<file path="src/rtl/ftd_pkg.sv">
// Shared types and constants for the float to decimal text converter.
// Holds the request and result records and the field layout; depends on nothing.
package ftd_pkg;

  localparam int TEXT_BUFFER_BYTES_DEF   = 15;
  localparam int MAX_FRACTION_DIGITS_DEF = 7;
  localparam int RESULT_LIMIT            = 14;
  localparam int QUEUE_DEPTH             = 2;

  localparam int EXP_BIAS   = 127;
  localparam int EXP_MAX    = 31;
  localparam int EXP_MIN    = -23;
  localparam int FRAC_BITS  = 24;
  localparam int IPART_BITS = 31;
  localparam int INT_DIGITS = 10;
  localparam int DIG_W      = 4;
  localparam int IDX_W      = $clog2(INT_DIGITS);
  localparam int CHAR_W     = 7;
  localparam int WORD_W     = 32;

  localparam logic [7:0] EF_LARGE    = 8'(EXP_BIAS + EXP_MAX);
  localparam logic [7:0] EF_SMALL    = 8'(EXP_BIAS + EXP_MIN);
  localparam logic [7:0] EF_INT_ONLY = 8'(EXP_BIAS + FRAC_BITS - 1);
  localparam logic [7:0] EF_ONE      = 8'(EXP_BIAS);

  localparam logic [CHAR_W-1:0] CH_NONE  = 7'h00;
  localparam logic [CHAR_W-1:0] CH_MINUS = 7'h2D;
  localparam logic [CHAR_W-1:0] CH_DOT   = 7'h2E;
  localparam logic [CHAR_W-1:0] CH_ZERO  = 7'h30;

  typedef enum logic [1:0] {
    ST_OK    = 2'd0,
    ST_LARGE = 2'd1,
    ST_SMALL = 2'd2
  } ftd_status_e;

  typedef struct packed {
    ftd_status_e            status;
    logic                   neg;
    logic [IPART_BITS-1:0]  ipart;
    logic [FRAC_BITS-1:0]   frac;
  } ftd_item_t;

  typedef struct packed {
    logic [CHAR_W-1:0] ch;
    logic              last;
    ftd_status_e       status;
  } ftd_result_t;

endpackage

</file>
<file path="src/rtl/ftd_fifo.sv">
// Small first-in first-out queue of fixed-width words with a registered store.
// Used between the front and back parts and on the result side; no package needed.
module ftd_fifo #(
  parameter int WIDTH = 8,
  parameter int DEPTH = 2
) (
  input  logic             clk_i,
  input  logic             rst_ni,
  input  logic             push_i,
  input  logic [WIDTH-1:0] data_i,
  output logic             full_o,
  input  logic             pop_i,
  output logic [WIDTH-1:0] data_o,
  output logic             empty_o
);

  localparam int PW = (DEPTH > 1) ? $clog2(DEPTH) : 1;
  localparam int CW = $clog2(DEPTH + 1);

  logic [WIDTH-1:0] mem_q [DEPTH];
  logic [PW-1:0]    wr_ptr_q, wr_ptr_d;
  logic [PW-1:0]    rd_ptr_q, rd_ptr_d;
  logic [CW-1:0]    count_q, count_d;
  logic             do_push, do_pop;

  assign full_o  = (count_q == CW'(DEPTH));
  assign empty_o = (count_q == '0);
  assign do_push = push_i & ~full_o;
  assign do_pop  = pop_i & ~empty_o;
  assign data_o  = mem_q[rd_ptr_q];

  always_comb begin
    wr_ptr_d = wr_ptr_q;
    rd_ptr_d = rd_ptr_q;
    count_d  = count_q;
    if (do_push) begin
      wr_ptr_d = (wr_ptr_q == PW'(DEPTH - 1)) ? '0 : wr_ptr_q + 1'b1;
    end
    if (do_pop) begin
      rd_ptr_d = (rd_ptr_q == PW'(DEPTH - 1)) ? '0 : rd_ptr_q + 1'b1;
    end
    case ({do_push, do_pop})
      2'b10:   count_d = count_q + 1'b1;
      2'b01:   count_d = count_q - 1'b1;
      default: count_d = count_q;
    endcase
  end

  always_ff @(posedge clk_i or negedge rst_ni) begin
    if (!rst_ni) begin
      wr_ptr_q <= '0;
      rd_ptr_q <= '0;
      count_q  <= '0;
    end else begin
      wr_ptr_q <= wr_ptr_d;
      rd_ptr_q <= rd_ptr_d;
      count_q  <= count_d;
    end
  end

  always_ff @(posedge clk_i) begin
    if (do_push) begin
      mem_q[wr_ptr_q] <= data_i;
    end
  end

endmodule

</file>
<file path="src/rtl/ftd_front.sv">
// Front part: takes each single-precision word, classifies it and splits it into
// integer and fraction parts, then queues the request. Uses ftd_pkg and ftd_fifo.
module ftd_front (
  input  logic                        clk_i,
  input  logic                        rst_ni,
  input  logic [ftd_pkg::WORD_W-1:0]  float_bits_i,
  input  logic                        push_i,
  output logic                        full_o,
  input  logic                        mid_pop_i,
  output logic                        mid_empty_o,
  output ftd_pkg::ftd_item_t          mid_item_o
);
  import ftd_pkg::*;

  logic [7:0]           efield;
  logic [FRAC_BITS-1:0] mant;
  ftd_item_t            item;
  logic [$bits(ftd_item_t)-1:0] mid_raw;

  assign efield = float_bits_i[30:23];
  assign mant   = {1'b1, float_bits_i[22:0]};

  always_comb begin
    item.status = ST_OK;
    item.neg    = float_bits_i[31];
    item.ipart  = '0;
    item.frac   = '0;
    if (float_bits_i[30:0] == '0) begin
      item.neg = 1'b0;
    end else if (efield >= EF_LARGE) begin
      item.status = ST_LARGE;
    end else if (efield < EF_SMALL) begin
      item.status = ST_SMALL;
    end else if (efield >= EF_INT_ONLY) begin
      item.ipart = IPART_BITS'(mant) << 3'(efield - EF_INT_ONLY);
    end else if (efield >= EF_ONE) begin
      item.ipart = IPART_BITS'(mant >> 5'(EF_INT_ONLY - efield));
      item.frac  = mant << 5'(efield - EF_ONE + 8'd1);
    end else begin
      item.frac = mant >> 5'(EF_ONE - 8'd1 - efield);
    end
  end

  ftd_fifo #(
    .WIDTH ($bits(ftd_item_t)),
    .DEPTH (QUEUE_DEPTH)
  ) u_mid_queue (
    .clk_i   (clk_i),
    .rst_ni  (rst_ni),
    .push_i  (push_i),
    .data_i  (item),
    .full_o  (full_o),
    .pop_i   (mid_pop_i),
    .data_o  (mid_raw),
    .empty_o (mid_empty_o)
  );

  assign mid_item_o = ftd_item_t'(mid_raw);

endmodule

</file>
<file path="src/rtl/ftd_back.sv">
// Back part: converts a queued request to decimal digits by shift-and-add-three
// and repeated times-ten steps, then emits the text. Uses ftd_pkg and ftd_fifo.
module ftd_back #(
  parameter int TEXT_BUFFER_BYTES   = ftd_pkg::TEXT_BUFFER_BYTES_DEF,
  parameter int MAX_FRACTION_DIGITS = ftd_pkg::MAX_FRACTION_DIGITS_DEF
) (
  input  logic                 clk_i,
  input  logic                 rst_ni,
  input  logic                 mid_empty_i,
  input  ftd_pkg::ftd_item_t   mid_item_i,
  output logic                 mid_pop_o,
  input  logic                 res_pop_i,
  output logic                 res_empty_o,
  output ftd_pkg::ftd_result_t res_o
);
  import ftd_pkg::*;

  localparam int CNT_W = $clog2(IPART_BITS);
  localparam int FW    = $clog2(MAX_FRACTION_DIGITS + 1);

  typedef enum logic [7:0] {
    S_IDLE = 8'b0000_0001,
    S_CONV = 8'b0000_0010,
    S_SIZE = 8'b0000_0100,
    S_SIGN = 8'b0000_1000,
    S_INT  = 8'b0001_0000,
    S_DOT  = 8'b0010_0000,
    S_FRAC = 8'b0100_0000,
    S_ERR  = 8'b1000_0000
  } state_e;

  state_e                              state_q, state_d;
  logic [CNT_W-1:0]                    cnt_q, cnt_d;
  logic [IPART_BITS-1:0]               ishift_q, ishift_d;
  logic [INT_DIGITS-1:0][DIG_W-1:0]    bcd_q, bcd_d, bcd_adj;
  logic [FRAC_BITS-1:0]                frac_q, frac_d;
  logic [DIG_W-1:0]                    fdig_q [MAX_FRACTION_DIGITS];
  logic                                neg_q, neg_d;
  ftd_status_e                         status_q, status_d;
  logic [IDX_W-1:0]                    icur_q, icur_d;
  logic [FW-1:0]                       flast_q, flast_d;
  logic [FW-1:0]                       fcur_q, fcur_d;

  logic [FRAC_BITS+DIG_W-1:0]          prod;
  logic [IDX_W-1:0]                    top;
  logic [4:0]                          n_lead;
  logic [5:0]                          room_buf, room_res, maxd;
  logic [FW-1:0]                       lastnz;
  logic [DIG_W-1:0]                    int_digit, frac_digit;
  logic                                emit, res_push, res_full;
  ftd_result_t                         res_wdata;
  logic [$bits(ftd_result_t)-1:0]      res_raw;

  assign prod = (FRAC_BITS + DIG_W)'(frac_q) * (FRAC_BITS + DIG_W)'(10);

  always_comb begin
    for (int k = 0; k < INT_DIGITS; k++) begin
      bcd_adj[k] = (bcd_q[k] >= 4'd5) ? bcd_q[k] + 4'd3 : bcd_q[k];
    end
  end

  always_comb begin
    top = '0;
    for (int k = 0; k < INT_DIGITS; k++) begin
      if (bcd_q[k] != '0) begin
        top = IDX_W'(k);
      end
    end
    n_lead   = 5'(neg_q) + 5'(top) + 5'd2;
    room_buf = (6'(TEXT_BUFFER_BYTES) > 6'(n_lead) + 6'd1)
             ? 6'(TEXT_BUFFER_BYTES) - 6'(n_lead) - 6'd1 : 6'd0;
    room_res = 6'(RESULT_LIMIT) - 6'(n_lead);
    maxd     = 6'(MAX_FRACTION_DIGITS);
    if (room_buf < maxd) begin
      maxd = room_buf;
    end
    if (room_res < maxd) begin
      maxd = room_res;
    end
    lastnz = '0;
    for (int i = 0; i < MAX_FRACTION_DIGITS; i++) begin
      if ((6'(i) < maxd) && (fdig_q[i] != '0)) begin
        lastnz = FW'(i);
      end
    end
  end

  always_comb begin
    int_digit = '0;
    for (int k = 0; k < INT_DIGITS; k++) begin
      if (icur_q == IDX_W'(k)) begin
        int_digit = bcd_q[k];
      end
    end
    frac_digit = '0;
    for (int i = 0; i < MAX_FRACTION_DIGITS; i++) begin
      if (fcur_q == FW'(i)) begin
        frac_digit = fdig_q[i];
      end
    end
  end

  always_comb begin
    state_d   = state_q;
    cnt_d     = cnt_q;
    ishift_d  = ishift_q;
    bcd_d     = bcd_q;
    frac_d    = frac_q;
    neg_d     = neg_q;
    status_d  = status_q;
    icur_d    = icur_q;
    flast_d   = flast_q;
    fcur_d    = fcur_q;
    mid_pop_o = 1'b0;
    emit      = 1'b0;
    res_wdata.ch     = CH_NONE;
    res_wdata.last   = 1'b0;
    res_wdata.status = status_q;
    case (state_q)
      S_IDLE: begin
        if (!mid_empty_i) begin
          mid_pop_o = 1'b1;
          neg_d     = mid_item_i.neg;
          status_d  = mid_item_i.status;
          ishift_d  = mid_item_i.ipart;
          frac_d    = mid_item_i.frac;
          bcd_d     = '0;
          cnt_d     = '0;
          state_d   = (mid_item_i.status == ST_OK) ? S_CONV : S_ERR;
        end
      end
      S_CONV: begin
        bcd_d    = (INT_DIGITS * DIG_W)'({bcd_adj, ishift_q[IPART_BITS-1]});
        ishift_d = ishift_q << 1;
        frac_d   = prod[FRAC_BITS-1:0];
        cnt_d    = cnt_q + 1'b1;
        if (cnt_q == CNT_W'(IPART_BITS - 1)) begin
          state_d = S_SIZE;
        end
      end
      S_SIZE: begin
        icur_d  = top;
        flast_d = lastnz;
        fcur_d  = '0;
        state_d = neg_q ? S_SIGN : S_INT;
      end
      S_SIGN: begin
        emit         = 1'b1;
        res_wdata.ch = CH_MINUS;
        if (!res_full) begin
          state_d = S_INT;
        end
      end
      S_INT: begin
        emit         = 1'b1;
        res_wdata.ch = CH_ZERO + CHAR_W'(int_digit);
        if (!res_full) begin
          if (icur_q == '0) begin
            state_d = S_DOT;
          end else begin
            icur_d = icur_q - 1'b1;
          end
        end
      end
      S_DOT: begin
        emit         = 1'b1;
        res_wdata.ch = CH_DOT;
        if (!res_full) begin
          state_d = S_FRAC;
        end
      end
      S_FRAC: begin
        emit           = 1'b1;
        res_wdata.ch   = CH_ZERO + CHAR_W'(frac_digit);
        res_wdata.last = (fcur_q == flast_q);
        if (!res_full) begin
          if (fcur_q == flast_q) begin
            state_d = S_IDLE;
          end else begin
            fcur_d = fcur_q + 1'b1;
          end
        end
      end
      S_ERR: begin
        emit           = 1'b1;
        res_wdata.last = 1'b1;
        if (!res_full) begin
          state_d = S_IDLE;
        end
      end
      default: begin
        state_d = S_IDLE;
      end
    endcase
  end

  assign res_push = emit & ~res_full;

  always_ff @(posedge clk_i or negedge rst_ni) begin
    if (!rst_ni) begin
      state_q <= S_IDLE;
    end else begin
      state_q <= state_d;
    end
  end

  always_ff @(posedge clk_i) begin
    cnt_q    <= cnt_d;
    ishift_q <= ishift_d;
    bcd_q    <= bcd_d;
    frac_q   <= frac_d;
    neg_q    <= neg_d;
    status_q <= status_d;
    icur_q   <= icur_d;
    flast_q  <= flast_d;
    fcur_q   <= fcur_d;
    if (state_q == S_CONV) begin
      for (int i = 0; i < MAX_FRACTION_DIGITS; i++) begin
        if (cnt_q == CNT_W'(i)) begin
          fdig_q[i] <= prod[FRAC_BITS+DIG_W-1:FRAC_BITS];
        end
      end
    end
  end

  ftd_fifo #(
    .WIDTH ($bits(ftd_result_t)),
    .DEPTH (QUEUE_DEPTH)
  ) u_res_queue (
    .clk_i   (clk_i),
    .rst_ni  (rst_ni),
    .push_i  (res_push),
    .data_i  (res_wdata),
    .full_o  (res_full),
    .pop_i   (res_pop_i),
    .data_o  (res_raw),
    .empty_o (res_empty_o)
  );

  assign res_o = ftd_result_t'(res_raw);

  a_err_status: assert property (@(posedge clk_i) disable iff (!rst_ni)
    (state_q == S_ERR) |-> (status_q != ST_OK))
    else $error("error result requested for a convertible value");

  a_int_bcd: assert property (@(posedge clk_i) disable iff (!rst_ni)
    (state_q == S_INT) |-> (int_digit <= 4'd9))
    else $error("integer digit is not a decimal digit");

  a_frac_bound: assert property (@(posedge clk_i) disable iff (!rst_ni)
    (state_q == S_FRAC) |-> (fcur_q <= flast_q))
    else $error("fraction cursor ran past the last digit");

  a_pop_idle: assert property (@(posedge clk_i) disable iff (!rst_ni)
    mid_pop_o |=> (state_q == S_CONV || state_q == S_ERR))
    else $error("request taken without starting a conversion");

endmodule

</file>
<file path="src/rtl/float_to_decimal_text.sv">
// Channel  | Direction | Handshake       | Payload
// request  | in        | push / full     | float_bits_i
// result   | out       | empty / pop     | out_char_o, last_char_o, conv_status_o
//
// A request is converted by 31 shift-and-add-three steps in the back part, plus load
// and sizing, then emitted at one character per cycle while the result queue has room.
// A two-entry queue in front and another on the result side let both sides stall alone.
// Reset is asynchronous and active low; it empties both queues and idles the back part.
// A full result queue holds the back part in place without losing a character.
module float_to_decimal_text #(
  parameter int TEXT_BUFFER_BYTES   = ftd_pkg::TEXT_BUFFER_BYTES_DEF,
  parameter int MAX_FRACTION_DIGITS = ftd_pkg::MAX_FRACTION_DIGITS_DEF
) (
  input  logic                        clk_i,
  input  logic                        rst_ni,
  input  logic                        push,
  output logic                        full,
  input  logic [ftd_pkg::WORD_W-1:0]  float_bits_i,
  output logic                        empty,
  input  logic                        pop,
  output logic [ftd_pkg::CHAR_W-1:0]  out_char_o,
  output logic                        last_char_o,
  output logic [1:0]                  conv_status_o
);
  import ftd_pkg::*;

  logic        mid_pop, mid_empty;
  ftd_item_t   mid_item;
  ftd_result_t res;

  ftd_front u_front (
    .clk_i        (clk_i),
    .rst_ni       (rst_ni),
    .float_bits_i (float_bits_i),
    .push_i       (push),
    .full_o       (full),
    .mid_pop_i    (mid_pop),
    .mid_empty_o  (mid_empty),
    .mid_item_o   (mid_item)
  );

  ftd_back #(
    .TEXT_BUFFER_BYTES   (TEXT_BUFFER_BYTES),
    .MAX_FRACTION_DIGITS (MAX_FRACTION_DIGITS)
  ) u_back (
    .clk_i       (clk_i),
    .rst_ni      (rst_ni),
    .mid_empty_i (mid_empty),
    .mid_item_i  (mid_item),
    .mid_pop_o   (mid_pop),
    .res_pop_i   (pop),
    .res_empty_o (empty),
    .res_o       (res)
  );

  assign out_char_o    = res.ch;
  assign last_char_o   = res.last;
  assign conv_status_o = res.status;

endmodule

</file>
<file path="config.mk">
export PLATFORM = sky130hd
export DESIGN_NAME = float_to_decimal_text
export DESIGN_NICKNAME = d
export VERILOG_FILES = /design/src/rtl/ftd_pkg.sv /design/src/rtl/ftd_fifo.sv /design/src/rtl/ftd_front.sv /design/src/rtl/ftd_back.sv /design/src/rtl/float_to_decimal_text.sv
export SDC_FILE = /design/constraint.sdc
export NUM_CORES = 1
export LEC_CHECK = 0
export ABC_AREA = 1
export BUFFER_PORTS_ARGS = -buffer_cell sky130_fd_sc_hd__buf_2
export CORE_MARGIN = 2
export CORE_UTILIZATION = 35
export DETAILED_ROUTE_END_ITERATION = 6
export SKIP_LAST_GASP = 1
export SLEW_MARGIN = 25
export SYNTH_ARGS = -nofsm -noshare
export SYNTH_HDL_FRONTEND = slang
export SYNTH_SLANG_ARGS = --single-unit
</file>
<file path="constraint.sdc">
create_clock -name clk_i -period 9.25 [get_ports clk_i]
set_clock_uncertainty 0.05 [all_clocks]
set_input_delay 0.925 -clock clk_i [delete_from_list [all_inputs] [get_ports clk_i]]
set_output_delay 0.925 -clock clk_i [all_outputs]
set_load 0.03 [all_outputs]
</file>
== Word level (Yosys, flattened, before mapping) ==
Memories as Yosys holds them, arrays and structs flattened.
Cells that the tools add are included.

* Shift operators: 4
* Multipliers: 1
* Equal/unequal tests: 48
* Magnitude comparators: 23
* Add/subtract/negate cells: 34
* Reduce and logical (&&, ||, !) cells: 46
* Bitwise gates (word level): 9
* Muxes and demuxes: 135

{| class="wikitable"
|+ Operators by type and width
! kind !! count
|-
| 55-bit two-way mux || 3
|-
| 4-bit two-way mux || 36
|-
| 31-bit two-way mux || 3
|-
| 8-bit two-way mux || 10
|-
| 40-bit one-hot mux with 2 select lines || 1
|-
| 24-bit two-way mux || 3
|-
| 8-bit one-hot mux with 8 select lines || 1
|-
| 31-bit one-hot mux with 2 select lines || 1
|-
| 4-bit nonzero test || 15
|-
| 24-bit one-hot mux with 2 select lines || 1
|-
| 1-bit two-way mux || 41
|-
| 4-bit by 3-bit greater-or-equal comparator with 1-bit output (second input constant) || 10
|-
| 40-bit two-way mux || 1
|-
| 3-bit two-way mux || 13
|-
| 4-bit by 2-bit adder with 4-bit output (second input constant) || 9
|-
| 31-bit logical NOT || 1
|-
| 24-bit by 3-bit left shift with 31-bit output || 1
|-
| 24-bit by 5-bit >> shifter with 31-bit output || 1
|-
| 7-bit one-hot mux with 4 select lines || 1
|-
| 24-bit by 3-bit multiplier with 27-bit output (second input constant) || 1
|-
| 4-bit OR reduction || 6
|-
| 24-bit by 5-bit left shift with 24-bit output || 1
|-
| 24-bit by 5-bit >> shifter with 24-bit output || 1
|-
| 3-bit by 6-bit less-than comparator with 1-bit output (first input constant) || 3
|-
| other kinds (69) || 136
|}

* Word-level logic and storage cells: 329
* Output and inout port bits: 12
* RAM bits: 164
* Bits in registers: 129
* Memories kept: 3
* Input port bits: 36

{| class="wikitable"
|+ Memories
! name !! depth !! width !! read ports !! clocked after memory_dff !! write ports !! RTL line !! RTL
|-
| u_front.u_mid_queue.mem_q || 2 || 58 || 1 || 0 || 1 || ftd_fifo.sv:20 || <nowiki>logic [WIDTH-1:0] mem_q [DEPTH];</nowiki>
|-
| u_back.fdig_q || 7 || 4 || 7 || 0 || 1 || ftd_back.sv:37 || <nowiki>logic [DIG_W-1:0] fdig_q [MAX_FRACTION_DIGITS];</nowiki>
|-
| u_back.u_res_queue.mem_q || 2 || 10 || 1 || 0 || 1 || ftd_fifo.sv:20 ||
|}

== Longest topological paths before layout ==
Gate-level depths: netlist (run 1).

* Depth after elaboration: 26
* Mapped depth: 37
* Depth with buffers taken out: 37

== By module ==
A second synthesis (run 1) with hierarchy kept.

* Cell total of the unflattened synthesis: 2,296
* Area total of the unflattened synthesis: 18,696.7 µm²

{| class="wikitable"
|+ By module, submodules not included
! module !! cells each !! area an instance (µm²) !! instances
|-
| ftd_back || 1,097 || 9,645.5 || 1
|-
| ftd_fifo (u_front.u_mid_queue) || 336 || 4,455.5 || 1
|-
| ftd_front || 778 || 3,622.2 || 1
|-
| ftd_fifo (u_back.u_res_queue) || 85 || 973.4 || 1
|}

== Least setup slack after synthesis (run 1) ==
Ideal clock, no wire load.

* Path kind: register -> register
* From: register u_back.state_q[5]
* To: register u_back.bcd_q[0] (netlist name), enable pin
* Arrival time: 8.356 ns
* Data required time: 8.503 ns
* Cell stages (with the launch flop): 8
* Path buffers: 0
* Setup slack: 0.147 ns
* Cells stage by stage: dfrtp_1 > nor2_1 > inv_2 > nor2_1 > inv_2 > nor4_1 > inv_1 > o21ai_0

* Longest elaborated chain between the ends: 3

{| class="wikitable"
|+ Ends and longest elaborated chain
! what !! RTL line !! RTL
|-
| start: declaration || ftd_back.sv:32 || <nowiki>state_e state_q, state_d;</nowiki>
|-
| start signal: assignment || ftd_back.sv:203 || <nowiki>state_q <= state_d;</nowiki>
|-
| 8-bit by 1-bit equality test with 1-bit output / 8-bit by 2-bit equality test with 1-bit output (equally long branches) || ftd_back.sv:119 || <nowiki>case (state_q)</nowiki>
|-
| 2-bit inequality test (no source line) / 2-bit nonzero test (equally long branches) || - ||
|-
| 2-bit AND reduction (no source line) * || - ||
|-
| end signal: assignment || ftd_back.sv:210 || <nowiki>bcd_q <= bcd_d;</nowiki>
|-
| end: declaration || ftd_back.sv:35 || <nowiki>logic [INT_DIGITS-1:0][DIG_W-1:0] bcd_q, bcd_d, bcd_adj;</nowiki>
|}

Mark *: on every way between the ends. The rest lies on a longest branch, timed or not.
A chain may end at the register's enable or synchronous reset.

== Worst setup path after layout (run 1) ==
* From: register u_back.bcd_q[8] (netlist name)
* To: register u_back.flast_q[0], data pin

* Longest elaborated chain between the ends: 25

{| class="wikitable"
|+ Ends and longest elaborated chain
! what !! RTL line !! RTL
|-
| 4-bit nonzero test * || ftd_back.sv:65 || <nowiki>if (bcd_q[k] != '0) begin</nowiki>
|-
| 2-bit two-way mux * (2 in series) || ftd_back.sv:65 ||
|-
| 3-bit two-way mux * (4 in series) || ftd_back.sv:65 ||
|-
| 4-bit two-way mux * (2 in series) || ftd_back.sv:65 ||
|-
| 1-bit by 4-bit adder with 5-bit output * || ftd_back.sv:69 || <nowiki>n_lead = 5'(neg_q) + 5'(top) + 5'd2;</nowiki>
|-
| 5-bit by 2-bit adder with 5-bit output * || ftd_back.sv:69 ||
|-
| 4-bit by 5-bit subtractor with 6-bit output / 5-bit by 1-bit adder with 6-bit output (equally long branches) || ftd_back.sv:71, ftd_back.sv:70 ||
|-
| 6-bit by 1-bit subtractor with 6-bit output / 4-bit by 6-bit > comparator with 1-bit output (equally long branches) || ftd_back.sv:71, ftd_back.sv:70 ||
|-
| 6-bit two-way mux || ftd_back.sv:71 || <nowiki>? 6'(TEXT_BUFFER_BYTES) - 6'(n_lead) - 6'd1 : 6'd0;</nowiki>
|-
| 6-bit by 3-bit less-than comparator with 1-bit output || ftd_back.sv:74 || <nowiki>if (room_buf < maxd) begin</nowiki>
|-
| 6-bit two-way mux || ftd_back.sv:74 ||
|-
| 6-bit less-than comparator || ftd_back.sv:77 || <nowiki>if (room_res < maxd) begin</nowiki>
|-
| 6-bit two-way mux * || ftd_back.sv:77 ||
|-
| 1-bit by 6-bit less-than comparator with 1-bit output || ftd_back.sv:82 || <nowiki>if ((6'(i) < maxd) && (fdig_q[i] != '0)) begin</nowiki>
|-
| 1-bit logical AND || ftd_back.sv:82 ||
|-
| 1-bit two-way mux || ftd_back.sv:82 ||
|-
| 2-bit two-way mux (4 in series) || ftd_back.sv:82 ||
|-
| end signal: assignment || ftd_back.sv:215 || <nowiki>flast_q <= flast_d;</nowiki>
|-
| end: declaration || ftd_back.sv:41 || <nowiki>logic [FW-1:0] flast_q, flast_d;</nowiki>
|}

Marks and branches as above.

==> impl_metrics.csv, run 1 <==
group,metric,value,unit
grt,gr-usage-met3,2.100,%
finish,layout_commonest_cell,"nand2_1",
worst_setup_path,cp_max_fo,5,
worst_setup_path,cpMaxStageDelayCell,"a211oi_1",
pwr,ir_drop,188.5,µV
worst_setup_path,cp.required,9.46,ns
grt,grt_overflow,0,
finish,antennaDiodeCount,0,
finish,fin_util,39.23,%
logic_synthesis,ys.flop_type,"edfxtp_1",
logic_synthesis,synth_warnings,0,
die,die_area,0.05336,mm²
die,die_h,231.0,µm
place,place_area,0.01895,mm²
logic_synthesis,ys_ff_latch,291,
route,viasPerCell,5.212,
logic_synthesis,async_flop_share,5.498,%
clocking,cts_resized,0,
flow_run,maxCapViolations,0,
sta,finalSetupViolations,0,
route,remaining_drc_errors,0,
sta,period_share,53.71,%
worst_setup_path,crit_type,"reg2reg",
place,port_buffers,46,
die,start_util,35.30,%
worst_setup_path,path_common_cell,"nand2_1",
worst_setup_path,max_stage_delay,0.45,ns
sta,fmax,201.3,MHz
pwr,leakage,8.184,nW
die,die_w,231.0,µm
logic_synthesis,synth.distinct_cells,58,
logic_synthesis,synth_area_per_cell,8.475,µm²
worst_setup_path,critPathTopFamily,"simple AND/OR/NAND/NOR gates",
place,gp_congestion,0.9618,
clocking,cts_tree,"built",
grt,antenna_found_initial,0,
finish,final_area,0.02004,mm²
die,fp.coreArea,0.05109,mm²
place,dp.cells,2788,
worst_setup_path,critPathBufInv,3,
status,status,"finished clean",
grt,grt_max_degree,78,
clocking,clock_latency,0.51,ns
grt,grt_pass1_vias,14200,
route,wl_per_cell,16.97,µm
finish,layout_common_cells,"nand2_1, edfxtp_1, nor2_1",
finish,finish.net_count,2277,
finish,syn2layout_area_growth,11.14,%
clocking,cts-root-buf,"clkbuf_16",
clocking,clkSinkCount,291,
clocking,cts_buffers,34,
grt,grt_pass1_wl,76740,µm
sta,tightest_slew,1.130,ns
sta,final.setup.tns,0,ns
route,first_pass_iters,5,
clocking,htreeDepth,2,
worst_setup_path,startpoint_type,"flip-flop",
sta,finalHoldViolCount,0,
clocking,clockBufferDepth,3,
sta,rsz0062_at_grt,"no",
grt,grt_util_met1,24.68,%
grt,track_usage,17.90,%
worst_setup_path,worst-endpoint-arrival,5.18,ns
grt,grt_util_met2,28.67,%
worst_hold_path,hold_path_class,"in2async",
sta,fin_crit,4.968,ns
pwr,power_density,337.4,mW/mm²
pwr,power,6.763,mW
logic_synthesis,synth_nets,2261,
sta,slew_headroom,23.86,%
place,hpwlAfterDp,34450,µm
logic_synthesis,synth_area,0.01803,mm²
clocking,post_cts_buffers,0,
finish,fillers,5098,
route,antenna_left,0,
clocking,hold_buffers,0,
logic_synthesis,ys_seq_area_share,48.02,%
die,ioPinCount,48,
finish,layout-drive-gt1-share,8.533,%
clocking,clk_pin_slew,0.06,ns
logic_synthesis,syn_inst,2128,
route,drtIter0Drc,1210,
worst_setup_path,end_kind,"flip-flop",
grt,busiest_layer,"met2",
finish,final_cells,2848,
sta,report.final.slew_viol_count,0,
die,num_rows,83,
route,routed_wl,48320,µm
route,via_count,14840,
logic_synthesis,synth-edff-count,275,
[final timing paths]
check                                                   start                                       end  slack (ns)  cells after the start
worst max register to register  u_back.bcd_q[8]$_SDFFCE_PN0P_           u_back.flast_q[0]$_SDFFCE_PP0N_        4.28                     30
worst min-delay path                                   rst_ni   u_back.u_res_queue.rd_ptr_q$_DFFE_PN0P_        0.29                      1
min in group clk_i               u_back.status_q[0]$_DFFE_PP_  u_back.u_res_queue.mem_q[0][0]$_DFFE_PP_        0.45                      0
worst min register to register   u_back.status_q[0]$_DFFE_PP_  u_back.u_res_queue.mem_q[0][0]$_DFFE_PP_        0.45                      0
max in group asynchronous                              rst_ni  u_front.u_mid_queue.rd_ptr_q$_DFFE_PN0P_        8.53                      1
worst max-delay path            u_back.bcd_q[8]$_SDFFCE_PN0P_           u_back.flast_q[0]$_SDFFCE_PP0N_        4.28                     30
[cells in the mapped netlist (13+ instances only)]
cell / n / area (µm²)
o211ai_1: 21 / 157.7
edfxtp_1: 275 / 8258
inv_1: 190 / 713.2
o21ai_0: 227 / 1136
a31oi_1: 54 / 337.8
nor2_1: 260 / 975.9
dfrtp_1: 15 / 375.4
nand2_1: 461 / 1730
o21ai_1: 17 / 85.08
a211oi_1: 30 / 225.2
nand2_2: 14 / 87.58
clkbuf_1: 61 / 229.0
xnor2_1: 13 / 113.9
nor3_1: 26 / 130.1
a21oi_1: 128 / 640.6
xor2_1: 22 / 192.7
nand3_1: 68 / 340.3
ha_1: 96 / 1201
[kinds of logic (layout without fill, tap and decap cells)]
group                      count (synthesis)  count (layout)  share of synthesized area, %
xor gates and xnor gates                  35              35                         1.700
buffers and inverters                    289             329                         6.154
muxes                                      1               1                       0.05550
other                                      2               2                       0.04164
and+or+nand+nor                          897             897                         21.17
AOI/OAI and AO/OA                        516             516                         16.10
adders and majority gates                 97              97                         6.771
DFF                                      291             291                         48.02
[power breakdown]
part           switching (mW)  total [mW]  internal (mW)
clock network           0.532        1.30          0.768
logic                    2.11        3.11           1.00
registers               0.226        2.36           2.13
[registers in the layout, indices dropped and copies added, names as in the netlist, 2 cells and up]
register                     count
u_back.u_res_queue.count_q       2
u_back.fcur_q                    3
u_back.icur_q                    4
u_back.frac_q                   24
u_back.fdig_q                   28
u_front.u_mid_queue.count_q      2
u_back.cnt_q                     5
u_back.u_res_queue.mem_q        18
u_back.bcd_q                    40
u_front.u_mid_queue.mem_q      116
u_back.flast_q                   3
u_back.ishift_q                 31
u_back.state_q                   8
u_back.status_q                  2
[through the flow]
| step | hold slack (ns) | setup slack [ns] |
|---|---|---|
| floorplan | 0.3715 | 0.1468 |
| global placement | 0.4247 | 4.483 |
| detailed placement | 0.4229 | 4.333 |
| CTS | 0.2801 | 4.308 |
| global route | 0.3055 | 3.799 |
| finish | 0.2880 | 4.282 |
[area by class of cell]
class / instances / area (µm²) / share of cell area, %
Clock buffer: 44 / 960.9 / 4.794
Clock inverter: 16 / 131.4 / 0.6554
Inverter: 205 / 772.0 / 3.851
Multi-Input combinational cell: 1548 / 8303 / 41.42
Sequential cell: 291 / 8661 / 43.21
Tap cell: 680 / 850.8 / 4.245
Timing Repair Buffer: 64 / 365.4 / 1.823
[layer usage]
layer | up-vias | wire [µm]
met4 | 0 | 1652
met3 | 101 | 2505
met1 | 6934 | 22640
met5 | - | 0
met2 | 431 | 21530
li1 | 7377 | -
Note: power is estimated with default switching activity, not from simulation.
==> run 2: changes to the inputs <==
--- a/config.mk
+++ b/config.mk
@@ -5,7 +5,7 @@
 export SDC_FILE = /design/constraint.sdc
 export NUM_CORES = 1
 export LEC_CHECK = 0
-export ABC_AREA = 1
+export ABC_AREA = 0
 export BUFFER_PORTS_ARGS = -buffer_cell sky130_fd_sc_hd__buf_2
 export CORE_MARGIN = 2
 export CORE_UTILIZATION = 35
==> constraint.sdc (replaced) <==
create_clock -name clk_i -period 4.3 [get_ports clk_i]
set_clock_uncertainty 0.05 [all_clocks]
set_input_delay 0.43 -clock clk_i [delete_from_list [all_inputs] [get_ports clk_i]]
set_output_delay 0.43 -clock clk_i [all_outputs]
set_load 0.03 [all_outputs]
==> run 2 against run 1 <==
Effect of this change: the flow now finishes with violations (setup timing); sequential power grew 110%; non-clock buffer count grew 135; clock power increased by 110%; setup slack lost 4.9 ns; final area up 6.0%; routed wire length shrank 6.9%; critical path depth shrank 6; worst hold slack got worse by 0.078 ns; count of clock-buffer cells in the layout did not move; synthesized cell count decreased by 18%; area after synthesis fell by 0.64%; fmax grew 2.0%; critical path type unchanged.
==> impl_metrics.csv, run 2 <==
group,metric,value,unit
status,status,"finished with violations",
status,violations,"setup timing",
logic_synthesis,async_flop_share,5.498,%
logic_synthesis,synth_top_cell_by_area,"edfxtp_1",
finish,reg_top3,"u_front.u_mid_queue.mem_q (116), u_back.bcd_q (40), u_back.ishift_q (31)",
die,ioPinCount,48,
worst_setup_path,path_common_cell,"ha_4",
logic_synthesis,synth.distinct_cells,77,
clocking,clkSinkCount,291,
sta,final.setup.tns,-1.561,ns
worst_setup_path,cpMaxStageDelayCell,"or4_4",
worst_setup_path,path_cells,"inv_2, ha_4, or3b_4, o21ai_2, a21oi_2, o21ai_2, ha_2, inv_2, ha_4, inv_4, ha_4, nand2_4, nor3_4, mux2i_4, a21oi_2, ha_4, a41oi_4, o21ai_4, o22a_2, o41ai_4, a211oi_2, or4_4, and3_4, o21a_1",
worst_setup_path,cp_max_fo,7,
grt,grt_pass1_wl,72450,µm
clocking,cts_buffers,35,
place,pre_cts_slack,-0.9045,ns
sta,rsz0062_at_grt,"yes",
sta,period_share,113.3,%
worst_setup_path,crit_type,"reg2reg",
worst_setup_path,worst-endpoint-arrival,5.11,ns
worst_setup_path,max_stage_delay,0.50,ns
die,num_rows,82,
finish,layout-drive-gt1-share,19.07,%
logic_synthesis,syn_inst,1738,
finish,multi_input_area,0.009082,mm²
sta,report.final.slew_viol_count,0,
logic_synthesis,synth_area_per_cell,10.31,µm²
grt,grt_pass1_vias,13560,
grt,antenna_found_initial,0,
route,remaining_drc_errors,0,
clocking,htreeDepth,2,
die,die_area,0.05302,mm²
sta,setup_slack,-0.5716,ns
die,start_util,35.57,%
worst_setup_path,cp.required,4.53,ns
route,antenna_left,0,
finish,finish.net_count,2025,
logic_synthesis,synth_most_common_cell,"edfxtp_1",
sta,finalHoldViolCount,0,
route,via_count,13620,
pwr,comb_power_share,52.3,%
clocking,clockBufferDepth,3,
logic_synthesis,ys.flop_type,"edfxtp_1",
pwr,power_density,773.4,mW/mm²
sta,fmax,205.3,MHz
finish,syn2layout_area_growth,18.57,%
worst_setup_path,end_kind,"flip-flop",
finish,fillers,4808,
place,hpwlAfterDp,32640,µm
pwr,p_switching,6.349,mW
route,viasPerCell,5.268,
finish,antennaDiodeCount,0,
finish,regArea,0.008663,mm²
clocking,cts-root-buf,"clkbuf_16",
logic_synthesis,synth-edff-count,275,
clocking,clk_pin_slew,0.06,ns
finish,largest_reg_flops,116,
route,drtIter0Drc,1084,
sta,fin_crit,4.872,ns
place,port_buffers,46,
logic_synthesis,ys_top_cells_by_count,"edfxtp_1, nand2_1, nor2_1",
pwr,seqPwrFrac,30.8,%
pwr,power_frac_clock,16.9,%
logic_synthesis,synth_area,0.01792,mm²
grt,track_usage,16.85,%
die,die_h,230.3,µm
route,first_pass_iters,5,
logic_synthesis,ys_seq_area_share,48.32,%
pwr,power,16.43,mW
finish,layout_common_cells,"edfxtp_1, nand2_1, nor2_1",
route,wl_per_cell,17.40,µm
clocking,clock_latency,0.53,ns
finish,final_area,0.02125,mm²
worst_hold_path,hold_path_class,"in2reg",
logic_synthesis,synthTopCellsByArea,"edfxtp_1, ha_1, mux2i_1",
finish,regMostFlops,"u_front.u_mid_queue.mem_q",
die,die_w,230.3,µm
route,routed_wl,45000,µm
finish,layout_commonest_cell,"edfxtp_1",
pwr,ir_drop,438.6,µV
clocking,cts_tree,"built",
place,place_area,0.01983,mm²
pwr,p_int,10.08,mW
logic_synthesis,synth_nets,1871,
logic_synthesis,ys_ff_latch,291,
logic_synthesis,synth_top_cell_area_share,46.08,%
sta,slew_headroom,28.48,%
sta,tightest_slew,1.058,ns
worst_setup_path,startpoint_type,"flip-flop",
grt,grt_overflow,0,
sta,finalSetupViolations,3,
die,fp.coreArea,0.05038,mm²
pwr,leakage,8.133,nW
grt,grt_max_degree,107,
logic_synthesis,synth_warnings,0,
place,gp_congestion,0.9477,
flow_run,maxCapViolations,0,
pwr,swShare,38.64,%
## run 2: layout make-up
cell class                 instances  area share (%)
inverter                          51          0.9127
sequential                       291           40.77
clock buffer                      44           4.375
clock inverter                    15          0.6183
timing repair buffer             199           6.619
multi-input combinational       1314           42.75
tap                              672           3.957
## run 2: worst paths after layout
path,from,end,slack [ns],cells after the start
max,u_back.bcd_q[17]$_SDFFCE_PN0P_,u_back.flast_q[0]$_SDFFCE_PP0N_,-0.57,24
min,float_bits_i[31],u_front.u_mid_queue.mem_q[1][55]$_DFFE_PP_,0.21,2
max reg2reg,u_back.bcd_q[17]$_SDFFCE_PN0P_,u_back.flast_q[0]$_SDFFCE_PP0N_,-0.57,24
min reg2reg,u_back.status_q[1]$_DFFE_PP_,u_back.u_res_queue.mem_q[0][1]$_DFFE_PP_,0.41,0
max in group asynchronous,rst_ni,u_front.u_mid_queue.rd_ptr_q$_DFFE_PN0P_,3.57,2
min in group asynchronous,rst_ni,u_back.state_q[6]$_DFFE_PN0P_,0.31,2
## run 2: worst max-delay path, delay by kind of cell, from the launching register on
family                   cells  cell delay, ns
AO/OA/AOI/OAI               10            1.54
multiplexers                 1            0.10
adder cells (fa/ha/maj)      5            1.01
flip-flops                   1            0.39
buffers and inverters        3            0.21
AND/OR/NAND/NOR              5            1.31
## run 2: repair_timing
action | in CTS | in global routing
hold endpoints to repair | 15 | 0
hold buffers | 1 | 0
setup buffers | 12 | 9
pin swaps | 19 | 19
endpoints found under the setup margin | 3 | 3
resized for setup | 16 | 25
## run 2: power by group through the flow
stage	clock network, mW	registers, mW	logic [mW]
detailed placement	0	5.11	7.87
finish	2.78	5.06	8.60
global placement	0	5.07	7.67
floorplan	0	5.06	5.36
CTS	2.84	5.06	8.23
global route	2.95	5.17	9.56
## run 2: stage by stage
stage / util [%] / std cells / hold slack [ns]
after floorplan: - / 1738 / 0.08441
after global placement: 39.36 / 2506 / 0.3385
after detailed placement: 39.37 / 2506 / 0.3389
after CTS: 41.83 / 2578 / 0.1778
after global routing: 42.18 / 2586 / 0.1947
final: 42.18 / 2586 / 0.2098
## run 2: kinds of logic after synthesis
group                    after synthesis  synth area share (%)
other                                  2               0.04191
multiplexers                         138                 9.189
flip-flops                           291                 48.32
AO/OA/AOI/OAI                        412                 14.17
buffers and inverters                133                 2.849
adder cells (fa/ha/maj)               97                 6.815
XOR/XNOR                              70                 3.421
AND/OR/NAND/NOR                      595                 15.19
## run 2: layer usage
metal	global-route usage [%]	vias to the layer above	part of all wire, %	routed length, µm
met3	1.897	66	4.2	1876
met1	22.72	6521	46	20640
li1	-	6708	-	-
met4	4.859	0	2.2	990
met2	28.56	329	48	21500
met5	0	-	0	0
==> run 3: changes to the inputs <==
--- a/config.mk
+++ b/config.mk
@@ -7,6 +7,7 @@
 export LEC_CHECK = 0
 export ABC_AREA = 0
 export BUFFER_PORTS_ARGS = -buffer_cell sky130_fd_sc_hd__buf_2
+export CORE_ASPECT_RATIO = 1.25
 export CORE_MARGIN = 2
 export CORE_UTILIZATION = 35
 export DETAILED_ROUTE_END_ITERATION = 6
==> run 3 against run 2 <==
Effect of this change: the flow still finishes with violations (setup timing); final area fell by 0.32%; die area barely moved; power fell by 1.6%; fmax fell by 1.4%; setup slack got worse by 0.069 ns; clock power fell by 2%; via count barely moved; combinational power fell by 2%; first-iteration DRC count fell by 21%; largest cell class unchanged; largest power group unchanged.
==> impl_metrics.csv, run 3 (synthesized netlist as in run 2, its figures left out) <==
group,metric,value,unit
place,dp.cells,2493,
worst_hold_path,hold_path_class,"in2reg",
sta,finalHoldViolCount,0,
grt,grt_max_degree,102,
sta,rsz0062_at_grt,"yes",
clocking,htreeDepth,1,
worst_setup_path,cp_max_fo,6,
finish,layout-drive-gt1-share,18.77,%
worst_setup_path,startpoint_type,"flip-flop",
worst_setup_path,end_kind,"flip-flop",
die,fp.coreArea,0.05053,mm²
place,port_buffers,46,
finish,final_cells,2565,
grt,grt_pass1_vias,13480,
pwr,power,16.18,mW
sta,fmax,202.4,MHz
finish,layout_common_cells,"edfxtp_1, nand2_1, nor2_1",
sta,tightest_slew,0.9576,ns
route,via_count,13620,
finish,regMostFlops,"u_front.u_mid_queue.mem_q",
clocking,cts_buffers,31,
status,status,"finished with violations",
place,gp_congestion,0.9524,
sta,fin_crit,4.941,ns
route,routed_wl,45190,µm
sta,finalSetupViolations,3,
route,remaining_drc_errors,0,
finish,reg_top3,"u_front.u_mid_queue.mem_q (116), u_back.bcd_q (40), u_back.ishift_q (31)",
grt,grt_overflow,0,
route,drtIter0Drc,853,
clocking,clk_pin_slew,0.06,ns
sta,report.final.slew_viol_count,0,
grt,antenna_found_initial,0,
die,die_area,0.05304,mm²
clocking,cts_tree,"built",
pwr,power_density,763.8,mW/mm²
route,first_pass_iters,7,
finish,layout_commonest_cell,"edfxtp_1",
pwr,ir_drop,488.3,µV
clocking,clockBufferDepth,3,
clocking,clkSinkCount,291,
grt,grt_pass1_wl,71950,µm
flow_run,maxCapViolations,0,
finish,syn2layout_area_growth,18.19,%
finish,fin_util,41.91,%
status,violations,"setup timing",
die,die_w,206.4,µm
worst_setup_path,worst-endpoint-arrival,5.23,ns
die,ioPinCount,48,
worst_setup_path,crit_type,"reg2reg",
sta,setup_slack,-0.6406,ns
clocking,clock_latency,0.59,ns
sta,slew_headroom,35.26,%
die,start_util,35.46,%
die,num_rows,92,
finish,finish.net_count,2015,
finish,largest_reg_flops,116,
route,viasPerCell,5.308,
grt,track_usage,16.90,%
place,hpwlAfterDp,33400,µm
route,antenna_left,0,
finish,antennaDiodeCount,0,
die,die_h,257.0,µm
route,wl_per_cell,17.62,µm
pwr,leakage,8.110,nW
sta,period_share,114.9,%
clocking,cts-root-buf,"clkbuf_16",
worst_setup_path,cp.required,4.59,ns
place,pre_cts_slack,-0.7263,ns
-- run 3: cell count changes in the layout (fill, tap and decap cells not counted), moves of 2 or more --
cell       previous run  this run
clkbuf_8              2         0
nand2_4               2         0
bufinv_16             2         4
ha_2                  5         3
ha_1                 86        88
a21oi_2               6         4
clkinv_4              0         4
a21oi_1             106       108
clkbuf_16            35        31
buf_16                0         2
buf_4               150       142
clkbuf_1              7         2
-- run 3: worst paths after layout --
kind,from,cells past startpoint,endpoint,slack (ns)
max,u_back.bcd_q[16]$_SDFFCE_PN0P_,24,u_back.flast_q[0]$_SDFFCE_PP0N_,-0.64
min,push,3,u_front.u_mid_queue.wr_ptr_q$_DFFE_PN0P_,0.18
max reg2reg,u_back.bcd_q[16]$_SDFFCE_PN0P_,24,u_back.flast_q[0]$_SDFFCE_PP0N_,-0.64
min reg2reg,u_back.u_res_queue.wr_ptr_q$_DFFE_PN0P_,1,u_back.u_res_queue.wr_ptr_q$_DFFE_PN0P_,0.45
max in group asynchronous,rst_ni,2,u_back.state_q[0]$_DFFE_PN1P_,3.62
min in group asynchronous,rst_ni,2,u_back.state_q[6]$_DFFE_PN0P_,0.26
-- run 3: through the flow --
| step | TNS [ns] | hold slack (ns) | area [µm²] |
|---|---|---|---|
| after global placement | -1.790 | 0.3243 | 19810 |
| after detailed placement | -2.031 | 0.3309 | 19840 |
| after global routing | -2.141 | 0.1678 | 21180 |
| after CTS | -1.564 | 0.1534 | 20990 |
| final | -1.641 | 0.1849 | 21180 |
| after floorplan | -0.9420 | 0.08441 | 18030 |
-- run 3: power breakdown --
| part | switching [mW] | internal, mW |
|---|---|---|
| clock | 1.14 | 1.58 |
| sequential | 0.501 | 4.55 |
| combinational | 4.64 | 3.77 |
-- run 3: cell type report --
class | count | area (µm²)
fillers | 4800 | 29350
multi-input cells | 1314 | 9047
flip-flops and latches | 291 | 8663
repair buffers | 193 | 1401
well taps | 658 | 823.3
clock buffers | 33 | 783.3
clock inverters | 25 | 266.5
inverters | 51 | 193.9
-- run 3: critical path: stages, from the launching register on --
cell	delay, ns
edfxtp_1	0.41
inv_2	0.10
ha_4	0.12
or3b_4	0.38
o21ai_2	0.16
a21oi_2	0.08
o21ai_2	0.16
ha_2	0.20
inv_2	0.05
ha_4	0.27
inv_4	0.04
ha_4	0.17
buf_4	0.13
buf_4	0.13
buf_4	0.13
a32oi_2	0.18
a21oi_2	0.08
ha_2	0.18
a41oi_2	0.18
o21ai_4	0.10
o41ai_4	0.42
a211oi_4	0.11
or4_4	0.52
and3_4	0.17
o21a_1	0.17
-- run 3: per-layer routing --
layer / vias up / global-route usage [%] / share of wire (%)
met2: 335 / 30.27 / 51
met4: 0 / 5.655 / 3.2
li1: 6697 / - / -
met3: 82 / 1.545 / 3.9
met5: - / 0 / 0
met1: 6501 / 21.12 / 42
-- run 3: timing repair --
action	CTS	global route
setup endpoints to repair	3	3
pin swaps	11	21
resized for setup	7	24
setup buffers	7	6
endpoints found under the hold margin	15	0
hold buffers	1	0
